--- config.mk ---
export PLATFORM = sky130hd
export DESIGN_NAME = varint_codec_64_flat
export DESIGN_NICKNAME = d
export VERILOG_FILES = /design/src/hdl/vc64_pkg.sv /design/src/hdl/vc64_in_if.sv /design/src/hdl/vc64_out_if.sv /design/src/hdl/vc64_dec.sv /design/src/hdl/varint_codec_64.sv /design/src/flat_wrapper.sv
export SDC_FILE = /design/constraint.sdc
export NUM_CORES = 1
export LEC_CHECK = 0
export ABC_AREA = 1
export BUFFER_PORTS_ARGS = -buffer_cell sky130_fd_sc_hd__buf_2
export CAP_MARGIN = 20
export CORE_MARGIN = 8
export CORE_UTILIZATION = 40
export DETAILED_ROUTE_END_ITERATION = 8
export SYNTH_ARGS = -nofsm -noshare
export SYNTH_HDL_FRONTEND = slang
export SYNTH_SLANG_ARGS = --single-unit
--- constraint.sdc ---
create_clock -name clk -period 4.8 [get_ports clk]
set_input_delay 1.2 -clock clk [delete_from_list [all_inputs] [get_ports clk]]
set_output_delay 1.2 -clock clk [all_outputs]
set_load 0.05 [all_outputs]
--- src/hdl/vc64_pkg.sv ---
`timescale 1ns / 1ps
// Shared types and constants for the 64-bit varint codec.
// No dependencies; used by the interfaces and imported by all codec modules.
package vc64_pkg;

    localparam int unsigned VALUE_W = 64;
    localparam int unsigned BYTE_W  = 8;
    localparam int unsigned GROUP_W = 7;
    localparam int unsigned COUNT_W = 4;
    localparam int unsigned SHIFT_W = 6;

    localparam logic [BYTE_W-1:0]  CONT_BIT     = 8'h80;
    localparam logic [BYTE_W-1:0]  PAYLOAD_MASK = 8'h7F;
    localparam logic [COUNT_W-1:0] MAX_BYTES    = 4'd10;

    typedef enum logic
    {
        OP_ENCODE = 1'b0,
        OP_DECODE = 1'b1
    } op_t;

    // Decoder status for the byte currently presented.
    typedef struct packed
    {
        logic                emit;
        logic [COUNT_W-1:0]  count;
        logic [VALUE_W-1:0]  value;
    } dec_res_t;

endpackage

--- src/hdl/vc64_in_if.sv ---
`timescale 1ns / 1ps
// Input channel of the varint codec: valid/ready plus one work item.
// Depends on vc64_pkg.
interface vc64_in_if;
    logic                          valid;
    logic                          ready;
    vc64_pkg::op_t                 operation;
    logic [vc64_pkg::VALUE_W-1:0]  value_in;
    logic [vc64_pkg::BYTE_W-1:0]   byte_in;

    modport source (output valid, operation, value_in, byte_in, input ready);
    modport sink   (input valid, operation, value_in, byte_in, output ready);
endinterface

--- src/hdl/vc64_out_if.sv ---
`timescale 1ns / 1ps
// Output channel of the varint codec: valid/ready plus one result.
// Depends on vc64_pkg.
interface vc64_out_if;
    logic                          valid;
    logic                          ready;
    logic [vc64_pkg::BYTE_W-1:0]   byte_out;
    logic [vc64_pkg::VALUE_W-1:0]  value_out;
    logic [vc64_pkg::COUNT_W-1:0]  byte_count;
    logic                          last;

    modport source (output valid, byte_out, value_out, byte_count, last, input ready);
    modport sink   (input valid, byte_out, value_out, byte_count, last, output ready);
endinterface

--- src/hdl/vc64_dec.sv ---
`timescale 1ns / 1ps
// Varint decoder state: accumulator and byte index, one byte per step.
// Depends on vc64_pkg.
module vc64_dec
(
    input  logic                          clk,
    input  logic                          rst_n,
    input  logic                          step,
    input  logic [vc64_pkg::BYTE_W-1:0]   byte_in,
    output vc64_pkg::dec_res_t            res
);
    import vc64_pkg::*;

    logic [VALUE_W-1:0] acc_reg;
    logic [VALUE_W-1:0] acc_next;
    logic [COUNT_W-1:0] idx_reg;
    logic [COUNT_W-1:0] idx_next;
    logic [SHIFT_W-1:0] shamt;
    logic [VALUE_W-1:0] acc_or;
    logic               last_byte;

    // 7 * idx, at most 63; bits shifted past 63 drop out
    assign shamt     = SHIFT_W'({idx_reg, 3'b000} - {3'b000, idx_reg});
    assign acc_or    = acc_reg | (VALUE_W'(byte_in & PAYLOAD_MASK) << shamt);
    assign last_byte = (idx_reg == MAX_BYTES - 4'd1);

    always_comb
    begin
        res.emit  = ((byte_in & CONT_BIT) == '0) || last_byte;
        res.count = idx_reg + 4'd1;
        res.value = acc_or;
        acc_next  = acc_reg;
        idx_next  = idx_reg;
        if (step)
        begin
            if (res.emit)
            begin
                acc_next = '0;
                idx_next = '0;
            end
            else
            begin
                acc_next = acc_or;
                idx_next = idx_reg + 4'd1;
            end
        end
    end

    always_ff @(posedge clk or negedge rst_n)
    begin
        if (!rst_n)
        begin
            acc_reg <= '0;
            idx_reg <= '0;
        end
        else
        begin
            acc_reg <= acc_next;
            idx_reg <= idx_next;
        end
    end

    a_idx_range: assert property (@(posedge clk) disable iff (!rst_n)
        idx_reg < MAX_BYTES)
        else $error("decoder index out of range");

    a_clear_after_emit: assert property (@(posedge clk) disable iff (!rst_n)
        step && res.emit |=> idx_reg == '0 && acc_reg == '0)
        else $error("decoder state not cleared after emit");

    a_index_advance: assert property (@(posedge clk) disable iff (!rst_n)
        step && !res.emit |=> idx_reg == $past(idx_reg) + 4'd1)
        else $error("decoder index did not advance");

endmodule

--- src/hdl/varint_codec_64.sv ---
`timescale 1ns / 1ps
// An accepted item is registered in the work register, each of its results in the
// output register; the work register holds while the output register is stalled.
// Throughput: up to one result per cycle while dout.ready is high; an encode item holds
// the work register one step per output byte, a decode byte a single step.
// Reset (rst_n, async, active low) empties both registers and clears the decoder.
// Top level of the varint codec. Depends on vc64_pkg, vc64_in_if, vc64_out_if, vc64_dec.
module varint_codec_64
(
    input  logic       clk,
    input  logic       rst_n,
    vc64_in_if.sink    din,
    vc64_out_if.source dout
);
    import vc64_pkg::*;

    // work register: item being turned into results
    logic               work_valid_reg;
    logic               work_valid_next;
    op_t                work_op_reg;
    op_t                work_op_next;
    logic [VALUE_W-1:0] work_val_reg;
    logic [VALUE_W-1:0] work_val_next;
    logic [BYTE_W-1:0]  work_byte_reg;
    logic [BYTE_W-1:0]  work_byte_next;
    logic [COUNT_W-1:0] work_cnt_reg;
    logic [COUNT_W-1:0] work_cnt_next;

    // output register
    logic               out_valid_reg;
    logic               out_valid_next;
    logic [BYTE_W-1:0]  out_byte_reg;
    logic [BYTE_W-1:0]  out_byte_next;
    logic [VALUE_W-1:0] out_value_reg;
    logic [VALUE_W-1:0] out_value_next;
    logic [COUNT_W-1:0] out_cnt_reg;
    logic [COUNT_W-1:0] out_cnt_next;
    logic               out_last_reg;
    logic               out_last_next;

    logic               out_free;
    logic               advance;
    logic               is_dec;
    logic               enc_last;
    logic               finish;
    logic               load_out;
    logic               accept;
    dec_res_t           dec_res;

    vc64_dec u_dec
    (
        .clk     (clk),
        .rst_n   (rst_n),
        .step    (advance && is_dec),
        .byte_in (work_byte_reg),
        .res     (dec_res)
    );

    assign out_free = !out_valid_reg || dout.ready;
    assign advance  = work_valid_reg && out_free;
    assign is_dec   = (work_op_reg == OP_DECODE);
    assign enc_last = (work_val_reg[VALUE_W-1:GROUP_W] == '0);
    assign finish   = advance && (is_dec || enc_last);
    assign load_out = advance && (!is_dec || dec_res.emit);
    assign din.ready = !work_valid_reg || finish;
    assign accept   = din.valid && din.ready;

    always_comb
    begin
        work_valid_next = work_valid_reg;
        work_op_next    = work_op_reg;
        work_val_next   = work_val_reg;
        work_byte_next  = work_byte_reg;
        work_cnt_next   = work_cnt_reg;
        if (accept)
        begin
            work_valid_next = 1'b1;
            work_op_next    = din.operation;
            work_val_next   = din.value_in;
            work_byte_next  = din.byte_in;
            work_cnt_next   = '0;
        end
        else if (finish)
        begin
            work_valid_next = 1'b0;
        end
        else if (advance)
        begin
            // encode with more groups to go
            work_val_next = work_val_reg >> GROUP_W;
            work_cnt_next = work_cnt_reg + 4'd1;
        end

        out_valid_next = out_valid_reg && !dout.ready;
        out_byte_next  = out_byte_reg;
        out_value_next = out_value_reg;
        out_cnt_next   = out_cnt_reg;
        out_last_next  = out_last_reg;
        if (load_out)
        begin
            out_valid_next = 1'b1;
            if (is_dec)
            begin
                out_byte_next  = '0;
                out_value_next = dec_res.value;
                out_cnt_next   = dec_res.count;
                out_last_next  = 1'b1;
            end
            else
            begin
                out_byte_next  = (work_val_reg[BYTE_W-1:0] & PAYLOAD_MASK)
                               | (enc_last ? '0 : CONT_BIT);
                out_value_next = '0;
                out_cnt_next   = work_cnt_reg + 4'd1;
                out_last_next  = enc_last;
            end
        end
    end

    always_ff @(posedge clk or negedge rst_n)
    begin
        if (!rst_n)
        begin
            work_valid_reg <= 1'b0;
            out_valid_reg  <= 1'b0;
        end
        else
        begin
            work_valid_reg <= work_valid_next;
            out_valid_reg  <= out_valid_next;
        end
    end

    always_ff @(posedge clk)
    begin
        work_op_reg   <= work_op_next;
        work_val_reg  <= work_val_next;
        work_byte_reg <= work_byte_next;
        work_cnt_reg  <= work_cnt_next;
        out_byte_reg  <= out_byte_next;
        out_value_reg <= out_value_next;
        out_cnt_reg   <= out_cnt_next;
        out_last_reg  <= out_last_next;
    end

    assign dout.valid      = out_valid_reg;
    assign dout.byte_out   = out_byte_reg;
    assign dout.value_out  = out_value_reg;
    assign dout.byte_count = out_cnt_reg;
    assign dout.last       = out_last_reg;

    a_count_range: assert property (@(posedge clk) disable iff (!rst_n)
        out_valid_reg |-> out_cnt_reg != '0 && out_cnt_reg <= MAX_BYTES)
        else $error("byte count out of range");

    a_cont_on_middle: assert property (@(posedge clk) disable iff (!rst_n)
        out_valid_reg && !out_last_reg |-> out_byte_reg[BYTE_W-1])
        else $error("non-final encode byte lacks continuation bit");

    a_stall_holds_work: assert property (@(posedge clk) disable iff (!rst_n)
        work_valid_reg && !out_free |=> work_valid_reg && $stable(work_val_reg)
            && $stable(work_cnt_reg))
        else $error("work item changed while output stalled");

    a_enc_chain: assert property (@(posedge clk) disable iff (!rst_n)
        load_out && !is_dec && !enc_last |=> work_valid_reg && !is_dec
            && work_cnt_reg == $past(work_cnt_reg) + 4'd1)
        else $error("encode item dropped before its last byte");

endmodule

--- src/flat_wrapper.sv ---
// flat-port wrapper written by rule: the top's interface ports become plain ports
module varint_codec_64_flat import vc64_pkg::*;
  (clk, rst_n, din_valid, din_operation, din_value_in, din_byte_in, din_ready, dout_valid, dout_byte_out, dout_value_out, dout_byte_count, dout_last, dout_ready);
  vc64_in_if din_i ();
  vc64_out_if dout_i ();
  input  logic clk;
  input  logic rst_n;
  input wire logic [$bits(din_i.valid)-1:0] din_valid;
  input wire logic [$bits(din_i.operation)-1:0] din_operation;
  input wire logic [$bits(din_i.value_in)-1:0] din_value_in;
  input wire logic [$bits(din_i.byte_in)-1:0] din_byte_in;
  output wire logic [$bits(din_i.ready)-1:0] din_ready;
  output wire logic [$bits(dout_i.valid)-1:0] dout_valid;
  output wire logic [$bits(dout_i.byte_out)-1:0] dout_byte_out;
  output wire logic [$bits(dout_i.value_out)-1:0] dout_value_out;
  output wire logic [$bits(dout_i.byte_count)-1:0] dout_byte_count;
  output wire logic [$bits(dout_i.last)-1:0] dout_last;
  input wire logic [$bits(dout_i.ready)-1:0] dout_ready;
  assign din_i.valid = din_valid;
  assign din_i.operation = din_operation;
  assign din_i.value_in = din_value_in;
  assign din_i.byte_in = din_byte_in;
  assign din_ready = din_i.ready;
  assign dout_valid = dout_i.valid;
  assign dout_byte_out = dout_i.byte_out;
  assign dout_value_out = dout_i.value_out;
  assign dout_byte_count = dout_i.byte_count;
  assign dout_last = dout_i.last;
  assign dout_i.ready = dout_ready;
  varint_codec_64 u_core (.clk(clk), .rst_n(rst_n), .din(din_i), .dout(dout_i));
endmodule
==> results.json <==
{
  "overflow": 0,
  "ant_nets": 0,
  "grt_pass1_wl_um": 41600,
  "gp_congestion": 0.805,
  "fmax_mhz": 293,
  "slew_headroom_pct": 35.1,
  "routed_wl_um": 26200,
  "cts_tree": "done",
  "met2_length_um": 12100,
  "path_delay_family": "buffers and inverters",
  "ys_seq_elements": 224,
  "slowest_delay_ns": 0.27,
  "postCtsSetupBuffers": 0,
  "drive_gt1_share_pct": 19.4,
  "worstSetupEndpointType": "output pin",
  "yosys_warnings": 0,
  "path_cells": "buf_2, inv_1, nand2_1, nand2_1, inv_1, nand2_4, nand2_4, buf_2",
  "drt_pre_antenna_iters": 5,
  "hp-start": "u_core.u_dec.acc_reg[37]$_DFFE_PN0P_",
  "synth_cell_types": 37,
  "reg2reg_to": "u_core.dout.value_out[29]$_SDFFCE_PN0P_",
  "synthTopCellsByCount": "nand2_1 (242), a21oi_1 (167), edfxtp_1 (150), inv_1 (97), nand3_1 (93)",
  "synth.avg_cell_area_um2": 9.61,
  "grt_usage_pct": 16.4,
  "start_util_pct": 40.4,
  "syn_inst": 1086,
  "dieArea_um2": 31500,
  "drv_slew": 0,
  "placement.io_buffers": 155,
  "hpwl_um": 17300,
  "synth_seq_area_share_pct": 60.7,
  "hold_viol": 0,
  "clk_latency_ns": 0.52,
  "worst_hold_path.endpoint": "u_core.u_dec.acc_reg[37]$_DFFE_PN0P_",
  "cts_buffer_depth": 3,
  "slowest_stage": "buf_2",
  "synth_edf_count": 150,
  "finClkSkew_ns": 0.0148,
  "met1Wirelength_um": 11700,
  "final_cells": 1570,
  "path_class": "in2out",
  "outcome": "finished clean",
  "path_clk_slew_ns": 0.06,
  "fin_crit_sh_pct": 71.2,
  "cts_max_level": 1,
  "holdCritPathClass": "reg2reg",
  "grt_setup_unrepaired": "false",
  "num_rows": 59,
  "worst-path-max-fanout": 6,
  "tns_ns": 0,
  "synth_nets": 1168,
  "max-cap-violations": 0,
  "synthTopCellsByArea": "edfxtp_1 (43%), dfrtp_1 (17%), nand2_1 (8.7%)",
  "r2r-start": "u_core.u_dec.idx_reg[0]$_DFFE_PN0P_",
  "num_antenna_cells": 0,
  "dieHeight_um": 178,
  "critical_path_required_ns": 3.60,
  "reg2reg_depth": 7,
  "die_w_um": 178,
  "tightest_slew_ns": 0.974,
  "viasPerCell": 5.11,
  "cts_buffers": 25,
  "holdPathStages": 2,
  "grt_pass1_vias": 7752,
  "yosys.area.top_type": "edfxtp_1",
  "finalNetCount": 1299,
  "crit_arrival_ns": 2.22,
  "cts_sinks": 224,
  "vias": 8020,
  "yosys_most_used_dff": "edfxtp_1",
  "dp_cells": 1524,
  "core_area_um2": 25800,
  "critPathBufInv": 4,
  "pin_count": 156,
  "async_flop_share_pct": 31.3,
  "clock-root-buffer": "clkbuf_16",
  "synth_top_area_share_pct": 43.1,
  "cts_hold_buf": 0,
  "detail_route.wl_per_cell_um": 16.7,
  "top_layer_used": "met4",
  "synthesis.area_um2": 10400,
  "drt_iter0_markers": 707,
  "antenna_found_initial": 0,
  "drc": 0,
  "grt_max_degree": 72,
  "critPathLaunchType": "input pin",
  "yosysMostFrequentCell": "nand2_1",
  "r2r_slack_ns": 1.72,
  "min_period_ns": 3.42,
  "cts_resized": 0,
  "areaGrowthSynthToFinish_pct": 17.9,
  "finalSetupViolCount": 0,
  "dr_wl_met3_um": 1970
}
## worst reg2reg max path, delay by kind of cell (launching register included)
family                     cells  cell delay (ns)
adders and majority gates      1             0.38
buffers and inverters          1             0.53
and+or+nand+nor                4             1.00
DFF                            1             0.73
AOI/OAI and AO/OA              1             0.13
## per-layer routing
layer,up-vias,GRT usage [%]
li1,3945,-
met1,3765,22.6
met2,274,25.8
met3,36,3.64
met4,0,4.03
met5,-,0
## metrics by stage
step / area, um2 / hold slack [ns] / util, % / setup WS [ns]
2_1_floorplan: 10400 / 0.440 / - / 0.945
3_3_place_gp: 11300 / 0.458 / 43.9 / 1.40
3_5_place_dp: 11300 / 0.471 / 43.9 / 1.38
4_1_cts: 12300 / 0.487 / 47.5 / 1.35
5_1_grt: 12300 / 0.514 / 47.6 / 1.26
6_report: 12300 / 0.485 / 47.6 / 1.38
## final cells by class
class	count	area (um2)
Sequential cell	224	6340
Clock buffer	33	676
Tap cell	335	419
Inverter	106	400
Fill cell	2441	13500
Clock inverter	12	259
Timing Repair Buffer	166	871
Multi-Input combinational cell	694	3340
## worst max path at each step
stage,start,to,slack [ns],cells past startpoint
3_3_place_gp,dout_ready,din_ready,1.40,8
4_1_cts,u_core.work_val_reg[14]$_DFFE_PP_,din_ready,1.35,9
3_5_place_dp,dout_ready,din_ready,1.38,8
2_1_floorplan,dout_ready,u_core.dout.byte_count[0]$_DFFE_PP_,0.95,4
6_report,dout_ready,din_ready,1.38,8
5_1_grt,u_core.work_val_reg[9]$_DFFE_PP_,din_ready,1.26,10
## cell families after synthesis
logic type,Yosys count,synth area share [%]
AND/OR/NAND/NOR,483,20.7
flip-flops,224,60.7
AO/OA/AOI/OAI,200,9.96
buffers and inverters,168,7.44
XOR/XNOR,6,0.647
adder cells (fa/ha/maj),5,0.599
## layout by cell type, fill, tap and decap left out, drive strengths merged, types with 18 or more instances in the layout
| master | synthesis | layout |
|---|---|---|
| nand2 | 250 | 250 |
| nand3 | 103 | 103 |
| nor2 | 83 | 83 |
| o21ai | 18 | 18 |
| clkbuf | 20 | 33 |
| buf | 42 | 166 |
| edfxtp | 150 | 150 |
| dfrtp | 70 | 70 |
| nand4 | 41 | 41 |
| a21oi | 167 | 167 |
| inv | 106 | 106 |
Power is left out: the tool's default activity adds up to more than one toggle a clock period on the data nets, which glitch-free logic cannot reach.
